<file path="src/vertex_normal_accumulator_core_defines.svh">
// assertion macros used by the core's checks
`ifndef VERTEX_NORMAL_ACCUMULATOR_CORE_DEFINES_SVH
`define VERTEX_NORMAL_ACCUMULATOR_CORE_DEFINES_SVH

// same-cycle implication
`define VNA_ASSERT_IMPL(lbl, ck, rn, ante, cons) \
  lbl: assert property (@(posedge ck) disable iff (!rn) (ante) |-> (cons)) \
    else $error("vna assertion failed");

// next-cycle implication
`define VNA_ASSERT_NEXT(lbl, ck, rn, ante, cons) \
  lbl: assert property (@(posedge ck) disable iff (!rn) (ante) |=> (cons)) \
    else $error("vna assertion failed");

`endif

</file>
<file path="src/vna_pkg.sv">
package vna_pkg;

  localparam int IDX_W     = 10;
  localparam int FIELD_W   = 16;
  localparam int OUT_W     = 16;
  localparam int ACT_W     = 2;
  localparam int FRAC_BITS = 14;
  localparam int CORNERS   = 3;
  localparam logic [2:0] MUL_STEPS = 3'd6;

  typedef enum logic [1:0] {
    ACT_LOAD  = 2'd0,
    ACT_TRI   = 2'd1,
    ACT_READ  = 2'd2,
    ACT_CLEAR = 2'd3
  } action_t;

  typedef enum logic [3:0] {
    ST_INIT, ST_IDLE, ST_PA, ST_PB, ST_PC, ST_PW, ST_MUL,
    ST_ARD, ST_AWR, ST_NRD, ST_NGO, ST_NWAIT, ST_OUT
  } state_t;

  typedef enum logic [2:0] {
    N_IDLE, N_SQ, N_SQL, N_ROOT, N_DIV, N_FIN
  } norm_state_t;

  typedef struct packed {
    logic busy;
    logic done;
  } norm_stat_t;

endpackage

</file>
<file path="src/vna_norm.sv">
module vna_norm #(
  parameter int SUM_BITS = 48
) (
  input  logic                              clk,
  input  logic                              rst_n,
  input  logic                              start,
  input  logic [3*SUM_BITS-1:0]             sums,
  output logic [3*vna_pkg::OUT_W-1:0]       nrm,
  output logic                              zero_len,
  output vna_pkg::norm_stat_t               stat
);

  localparam int SW   = SUM_BITS;
  localparam int H    = (SW + 1) / 2;
  localparam int MW   = 2 * H;
  localparam int QW   = 2 * MW + 2;
  localparam int RW   = MW + 1;
  localparam int REMW = RW + 3;
  localparam int DVW  = RW + 1;
  localparam int QBW  = vna_pkg::FRAC_BITS + 1;
  localparam int RCW  = $clog2(RW);
  localparam int DCW  = $clog2(QBW);
  localparam int OW   = vna_pkg::OUT_W;

  vna_pkg::norm_state_t state_r, state_nxt;

  logic [MW-1:0]   m_r [3];
  logic            neg_r [3];
  logic            zero_r;
  logic [1:0]      ci_r, pi_r, pd_r;
  logic            pv_r;
  logic [2*H-1:0]  prod_r;
  logic [QW-1:0]   sq_r;
  logic [REMW-1:0] rem_r;
  logic [RW-1:0]   root_r;
  logic [RCW-1:0]  rcnt_r;
  logic [DVW-1:0]  dr_r [3];
  logic [QBW-1:0]  q_r [3];
  logic [DCW-1:0]  dcnt_r;
  logic [OW-1:0]   nrm_r [3];

  logic [MW-1:0]   mag_c [3];
  logic [MW-1:0]   msel;
  logic [H-1:0]    op_a, op_b;
  logic [QW-1:0]   part_c;
  logic [REMW-1:0] rem_t, trial;
  logic            root_ge;
  logic [DVW-1:0]  dsh [3], dnext [3];
  logic            dge [3];
  logic            last_sq;

  // magnitudes of the incoming sums
  always_comb begin
    for (int i = 0; i < 3; i++) begin
      mag_c[i] = sums[i*SW + SW - 1] ? MW'(~sums[i*SW +: SW] + SW'(1))
                                     : MW'(sums[i*SW +: SW]);
    end
  end

  // one half-by-half partial product per cycle
  assign msel = m_r[ci_r];
  always_comb begin
    unique case (pi_r)
      2'd0:    begin op_a = msel[H-1:0];  op_b = msel[H-1:0]; end
      2'd1:    begin op_a = msel[MW-1:H]; op_b = msel[H-1:0]; end
      2'd2:    begin op_a = msel[MW-1:H]; op_b = msel[MW-1:H]; end
      default: begin op_a = '0;           op_b = '0; end
    endcase
  end

  always_comb begin
    unique case (pd_r)
      2'd0:    part_c = QW'(prod_r);
      2'd1:    part_c = QW'(prod_r) << (H + 1);
      2'd2:    part_c = QW'(prod_r) << (2 * H);
      default: part_c = '0;
    endcase
  end

  assign last_sq = (ci_r == 2'd2) && (pi_r == 2'd2);

  // digit-by-digit square root, two radicand bits per step
  assign rem_t   = {rem_r[REMW-3:0], sq_r[QW-1 -: 2]};
  assign trial   = REMW'({root_r, 2'b01});
  assign root_ge = rem_t >= trial;

  // restoring division, one quotient bit per step in each lane
  always_comb begin
    for (int i = 0; i < 3; i++) begin
      dsh[i]   = (dcnt_r == '0) ? dr_r[i] : {dr_r[i][DVW-2:0], 1'b0};
      dge[i]   = dsh[i] >= DVW'(root_r);
      dnext[i] = dge[i] ? dsh[i] - DVW'(root_r) : dsh[i];
    end
  end

  always_comb begin
    state_nxt = state_r;
    unique case (state_r)
      vna_pkg::N_IDLE: begin
        if (start) begin
          state_nxt = (sums == '0) ? vna_pkg::N_FIN : vna_pkg::N_SQ;
        end
      end
      vna_pkg::N_SQ:   if (last_sq) state_nxt = vna_pkg::N_SQL;
      vna_pkg::N_SQL:  state_nxt = vna_pkg::N_ROOT;
      vna_pkg::N_ROOT: if (rcnt_r == RCW'(RW - 1)) state_nxt = vna_pkg::N_DIV;
      vna_pkg::N_DIV:  if (dcnt_r == DCW'(QBW - 1)) state_nxt = vna_pkg::N_FIN;
      vna_pkg::N_FIN:  state_nxt = vna_pkg::N_IDLE;
      default:         state_nxt = vna_pkg::N_IDLE;
    endcase
  end

  always_comb begin
    stat.busy = state_r != vna_pkg::N_IDLE;
    stat.done = state_r == vna_pkg::N_FIN;
  end

  always_ff @(posedge clk) begin
    if (!rst_n) begin
      state_r <= vna_pkg::N_IDLE;
      pv_r    <= 1'b0;
    end else begin
      state_r <= state_nxt;
      pv_r    <= state_r == vna_pkg::N_SQ;
    end
  end

  always_ff @(posedge clk) begin
    prod_r <= op_a * op_b;
    pd_r   <= pi_r;
    if (pv_r) begin
      sq_r <= sq_r + part_c;
    end
    unique case (state_r)
      vna_pkg::N_IDLE: begin
        for (int i = 0; i < 3; i++) begin
          m_r[i]   <= mag_c[i];
          neg_r[i] <= sums[i*SW + SW - 1];
        end
        zero_r <= sums == '0;
        ci_r   <= 2'd0;
        pi_r   <= 2'd0;
        sq_r   <= '0;
        rem_r  <= '0;
        root_r <= '0;
        rcnt_r <= '0;
      end
      vna_pkg::N_SQ: begin
        if (pi_r == 2'd2) begin
          pi_r <= 2'd0;
          ci_r <= ci_r + 2'd1;
        end else begin
          pi_r <= pi_r + 2'd1;
        end
      end
      vna_pkg::N_SQL: ;
      vna_pkg::N_ROOT: begin
        sq_r   <= {sq_r[QW-3:0], 2'b00};
        rem_r  <= root_ge ? rem_t - trial : rem_t;
        root_r <= {root_r[RW-2:0], root_ge};
        rcnt_r <= rcnt_r + RCW'(1);
        dcnt_r <= '0;
        for (int i = 0; i < 3; i++) begin
          dr_r[i] <= DVW'(m_r[i]);
          q_r[i]  <= '0;
        end
      end
      vna_pkg::N_DIV: begin
        dcnt_r <= dcnt_r + DCW'(1);
        for (int i = 0; i < 3; i++) begin
          dr_r[i] <= dnext[i];
          q_r[i]  <= {q_r[i][QBW-2:0], dge[i]};
        end
      end
      vna_pkg::N_FIN: begin
        for (int i = 0; i < 3; i++) begin
          if (zero_r) begin
            nrm_r[i] <= '0;
          end else if (neg_r[i]) begin
            nrm_r[i] <= OW'(0) - OW'(q_r[i]);
          end else begin
            nrm_r[i] <= OW'(q_r[i]);
          end
        end
        zero_len <= zero_r;
      end
      default: ;
    endcase
  end

  assign nrm = {nrm_r[2], nrm_r[1], nrm_r[0]};

endmodule

</file>
<file path="config.mk">
export PLATFORM = sky130hd
export DESIGN_NAME = vna_norm
export DESIGN_NICKNAME = d
export VERILOG_FILES = /design/src/vertex_normal_accumulator_core_defines.svh /design/src/vna_pkg.sv /design/src/vna_norm.sv
export SDC_FILE = /design/constraint.sdc
export NUM_CORES = 2
export LEC_CHECK = 0
export ABC_AREA = 1
export BUFFER_PORTS_ARGS = -buffer_cell sky130_fd_sc_hd__buf_2
export CAP_MARGIN = 20
export CELL_PAD_IN_SITES_DETAIL_PLACEMENT = 1
export CELL_PAD_IN_SITES_GLOBAL_PLACEMENT = 2
export CORE_MARGIN = 4
export CORE_UTILIZATION = 37
export CTS_CLUSTER_SIZE = 16
export DETAILED_ROUTE_END_ITERATION = 6
export GPL_TIMING_DRIVEN = 0
export PLACE_DENSITY = 0.91
export SLEW_MARGIN = 20
export SYNTH_ARGS = -nofsm -noshare
export SYNTH_HDL_FRONTEND = slang
export SYNTH_SLANG_ARGS = --single-unit
</file>
<file path="constraint.sdc">
create_clock -name clk -period 17.5 [get_ports clk]
set_clock_uncertainty 0.1 [all_clocks]
set_input_delay 1.75 -clock clk [delete_from_list [all_inputs] [get_ports clk]]
set_output_delay 1.75 -clock clk [all_outputs]
set_load 0.05 [all_outputs]
</file>
After elaboration in Yosys (flattened, before gate mapping)
Memories as Yosys holds them, arrays and structs flattened. A register that Yosys moved wholly into a read port is not among the register bits.
Index checks and enable logic that the tools add are counted.
{ "word_totals": {"ramBits": 390, "wordCells": 160, "input_bits": 147, "out_inout_bits": 51, "regBits": 267, "memories": 5} }
{ "memory_table": {"columns": ["memory", "depth", "word_bits", "rd", "rd_clocked_by_memory_dff", "wr", "line_no", "rtl"], "rows": [
  ["dr_r", 3, 50, 3, 0, 3, "vna_norm.sv:37", "logic [DVW-1:0] dr_r [3];"],
  ["m_r", 3, 48, 4, 1, 3, "vna_norm.sv:27", "logic [MW-1:0] m_r [3];"],
  ["nrm_r", 3, 16, 3, 0, 3, "vna_norm.sv:40", "logic [OW-1:0] nrm_r [3];"],
  ["q_r", 3, 15, 3, 0, 3, "vna_norm.sv:38", "logic [QBW-1:0] q_r [3];"],
  ["neg_r", 3, 1, 3, 0, 3, "vna_norm.sv:28", "logic neg_r [3];"]
]} }
{ "classes": {"addsub": 15, "mux": 75, "magnitude_cmp": 4, "eq_ne": 17, "n_reduce_logical": 15, "n_bitwise": 15, "mul": 1} }
{ "ops": {"columns": ["op", "count"], "rows": [
  ["2-to-1 mux 50 bit", 10],
  ["case mux 96 bit (3 select lines)", 1],
  ["case mux 98 bit (2 select lines)", 1],
  ["greater-or-equal comparator 50 x 49 -> 1 bit", 3],
  ["subtractor 50 x 49 -> 50 bit", 3],
  ["adder 48 x 1 -> 48 bit (second input constant)", 3],
  ["logical NOT 144 bit", 1],
  ["2-to-1 mux 48 bit", 3],
  ["inverter 48 bit", 3],
  ["case mux 50 bit (2 select lines)", 1],
  ["adder 98 bit", 1],
  ["2-to-1 mux 98 bit", 1],
  ["case mux 49 bit (2 select lines)", 1],
  ["2-to-1 mux 16 bit", 6],
  ["case mux 24 bit (2 select lines)", 2],
  ["greater-or-equal comparator 52 x 51 -> 1 bit", 1],
  ["subtractor 50 bit", 1],
  ["multiplier 24 x 24 -> 48 bit", 1],
  ["subtractor 1 x 15 -> 16 bit (first input constant)", 3],
  ["2-to-1 mux 15 bit", 3],
  ["2-to-1 mux 1 bit", 33],
  ["2-to-1 mux 3 bit", 5],
  ["case mux 3 bit (5 select lines)", 1],
  ["OR 1 bit", 12],
  ["24 further kinds", 42]
]} }

Longest topological paths before layout
An unclocked memory read counts as a cell.
{ "depth": {"ltp_word": 7, "depth_mapped": 38, "depth_no_buf": 35} }

Worst setup path before layout
OpenSTA, ideal clock, no wires.
{ "synth_path": {"kind": "reg-to-reg", "startpoint": "reg state_r[1]", "endpoint": "reg sq_r[0] (enable)", "arrival_time_ns": 14.630, "period_less_slack_ns": 15.144, "path_slack_ns": 2.356, "path_buffers": 1, "t_required_ns": 16.985, "path_stages_with_launch": 8, "cell_sequence": "dfxtp_1 -> nor2_1 -> inv_1 -> nor2_1 -> inv_1 -> nand2_1 -> clkbuf_1 -> or2_2"} }
{ "synth_between": {"elab_chain_len": 2, "elab_cells_between_ends": 3} }
{ "synth_lines": {"columns": ["item", "line_no", "rtl"], "rows": [
  ["start, declared", "vna_norm.sv:25", "vna_pkg::norm_state_t state_r, state_nxt;"],
  ["start signal, assigned", "vna_norm.sv:120", "state_r <= vna_pkg::N_IDLE;"],
  ["start signal, assigned", "vna_norm.sv:123", "state_r <= state_nxt;"],
  ["equality test 3 x 2 -> 1 bit or logical NOT 3 bit (tied branches)", "vna_norm.sv:134", "unique case (state_r)"],
  ["nonzero test 3 bit (no source line) *", null, null],
  ["end signal, assigned", "vna_norm.sv:132", "sq_r <= sq_r + part_c;"],
  ["end signal, assigned", "vna_norm.sv:158", "sq_r <= {sq_r[QW-3:0], 2'b00};"],
  ["end, declared", "vna_norm.sv:33", "logic [QW-1:0] sq_r;"]
]} }
Every way passes the cells marked *; elsewhere a longest branch is shown, timed or not.
A chain may end at the register's enable or synchronous reset.

Final worst setup path
{ "layout_path": {"startpoint": "reg pi_r[0]", "endpoint": "reg prod_r[45]"} }
{ "layout_between": {"elab_chain_len": 4, "elab_cells_between_ends": 8} }
{ "layout_lines": {"columns": ["item", "line_no", "rtl"], "rows": [
  ["start, declared", "vna_norm.sv:30", "logic [1:0] ci_r, pi_r, pd_r;"],
  ["start signal, assigned", "vna_norm.sv:153", "pi_r <= pi_r + 2'd1;"],
  ["equality test 2 bit, or another cell as far along", "vna_norm.sv:63", "unique case (pi_r)"],
  ["OR reduction 2 bit (no source line)", null, null],
  ["case mux 24 bit (2 select lines)", "vna_norm.sv:63", null],
  ["multiplier 24 x 24 -> 48 bit *", "vna_norm.sv:129", "prod_r <= op_a * op_b;"],
  ["end signal, assigned", "vna_norm.sv:129", null],
  ["end, declared", "vna_norm.sv:32", "logic [2*H-1:0] prod_r;"]
]} }
Marked as above.

==> metrics.yaml <==
status: "finished, violations left"
failed_checks: "DRC"
worstSetupStartpointType: "register"
rows: 171
core_um2: 217000
place.gp.congestion: 1.05
synthFlopType: "edfxtp_1"
synth_area_um2: 80900
portBuffers: 197
placed_area_um2: 86000
critical_path.max_stage_delay_ns: 0.85
nNetsFinal: 13600
drc: 4
end_kind: "register"
die_x_um: 476
hold_path_class: "register to register"
finish.instance_area_um2: 88900
routedWlPerCell_um: 27.2
cts_resized: 0
async_flop_share_pct: 0
antenna_found_initial: 46
drv_slew: 0
numClockSinks: 659
yosysTopAreaCellShare_pct: 22.4
ff2ff_setup_slack_ns: 7.27
synthCells: 12200
path_clk_slew_ns: 0.07
mostFrequentLayoutCell: "nand2_1"
ys_seq_elements: 659
drt-met1-wl_um: 174000
wl_met3_um: 33800
fp.dieH_um: 476
grt_pass1_wl_um: 594000
rsz0062_at_grt: "false"
cts_hold_buffers: 0
dr.pass1.iters: 7
fill_cells: 28500
finalCriticalPeriod_ns: 10.23
synthAdderAreaFrac_pct: 19.5
grt_usage_pct: 36.4
drt_wl_total_um: 420000
min_period_over_period_pct: 58.5
ys_seq_area_share_pct: 23.8
num_vias: 84600
cts_tree: "done"
route.antenna.remaining_nets: 0
synth-compound-area-share_pct: 7.23
yosys-top-cells-area: "edfxtp_1, nand2_1, fa_1"
drive_gt1_share_pct: 5.24
synth-xor-area-share_pct: 3.27
syn-num-nets: 13300
layout_common_cells: "nand2_1, inv_1, nor2_1, nand3_1, edfxtp_1"
drv_cap: 0
synthMuxAreaShare_pct: 0.0139
critical-path-slowest-cell: "clkbuf_1"
dr_wl_met2_um: 179000
crit_top_cell: "inv_1"
post_cts_buffers: 0
clockBufferDepth: 3
cts-root-buf: "clkbuf_16"
drtIter0Drc: 8163
die_area_um2: 226000
path_class: "register to register"
grt_max_degree: 55
start_util_pct: 37.2
syn2layout_area_growth_pct: 9.84
hold_viol_final: 0
syn_avg_cell_area_um2: 6.63
cts_inserted_buffers: 85
insertion_delay_ns: 0.81
finalSetupViolCount: 0
ys_warn_count: 0
routed_via_density: 5.47
synth_edf_count: 603
critical_path.max_fanout: 10
cp.required_ns: 17.99
yosys.cell_types.count: 62
hpwl_um: 359000
yosys.area_share.simple_pct: 33.6
slew_headroom_pct: 12.3
max_freq_mhz: 97.7
synth_top_family_by_area: "simple AND/OR/NAND/NOR gates"
synth.largest_area_cell: "edfxtp_1"
grt_overflow_total: 0
worstPathArrival_ns: 10.72
htreeDepth: 3
highest_layer: "met5"
grt_pass1_vias: 85900
pin_count: 198
worstMarginPinSlew_ns: 1.31
-- cell families (layout without fill, tap and decap cells) --
| family | Yosys count | after routing |
|---|---|---|
| compound gates | 1066 | 1066 |
| buf+inv | 2641 | 3014 |
| mux | 1 | 1 |
| other cells | 0 | 31 |
| xor+xnor | 302 | 302 |
| simple gates | 6567 | 6567 |
| flops | 659 | 659 |
| fa+ha+maj | 970 | 970 |
-- sequential cells by signal, indices dropped and copies added, names as in the netlist, 2 cells and up, named ones only --
register / flops
pd_r: 2
pi_r: 2
q_r: 45
dcnt_r: 4
rcnt_r: 6
prod_r: 48
rem_r: 50
m_r: 144
sq_r: 98
ci_r: 2
dr_r: 150
state_r: 3
root_r: 49
nrm_r: 48
neg_r: 3
-- worst paths after layout --
kind              startpoint    endpoint  cells after the start
hold / removal       pi_r[1]     pd_r[1]                      0
setup / recovery     pi_r[0]  prod_r[45]                     31
hold reg to reg      pi_r[1]     pd_r[1]                      0
setup reg to reg     pi_r[0]  prod_r[45]                     31
-- synth_stat cells, types with 129 or more instances --
library cell	count
nor2_1	1375
edfxtp_1	603
ha_1	484
xnor2_1	129
nand3b_1	174
clkbuf_1	148
fa_1	486
inv_1	2317
xor2_1	173
o21ai_0	430
nand3_1	603
a21oi_1	384
nand2_1	4007
-- layout make-up --
cell class	instances	area, um2	area share, %
multi-input cells	8906	51500	58.0
clock inverters	48	549	0.618
clock buffers	109	2250	2.53
inverters	2360	8860	9.98
flip-flops and latches	659	19200	21.6
plain buffers	281	1340	1.50
repair buffers	216	1440	1.62
diodes	31	77.6	0.0873
well taps	2854	3570	4.02
-- metrics by stage --
stage	utilization [%]	cells	worst slack [ns]	hold WS (ns)	TNS (ns)
6_report	40.9	15500	7.27	0.388	0
5_1_grt	40.9	15500	7.00	0.412	0
4_1_cts	40.8	15400	7.48	0.397	0
3_5_place_dp	39.6	15300	7.53	0.386	0
3_3_place_gp	39.3	15300	-5.90	0.338	-975.27
2_1_floorplan	-	12200	2.36	0.299	0
-- layer usage --
| metal | vias up | GRT usage [%] |
|---|---|---|
| met2 | 3500 | 55.4 |
| met5 | - | 0.171 |
| met1 | 41600 | 47.0 |
| li1 | 38500 | - |
| met4 | 16 | 24.0 |
| met3 | 954 | 6.92 |
-- critical path: cells and delay by family, from the launching register on --
| family | cells | cell delay (ns) |
|---|---|---|
| compound gates | 1 | 0.45 |
| xor+xnor | 1 | 0.45 |
| fa+ha+maj | 9 | 4.51 |
| buf+inv | 11 | 2.09 |
| flops | 1 | 0.53 |
| simple gates | 9 | 1.90 |
Power is left out: the tool's default activity adds up to more than one toggle a clock period on the data nets, which glitch-free logic cannot reach.
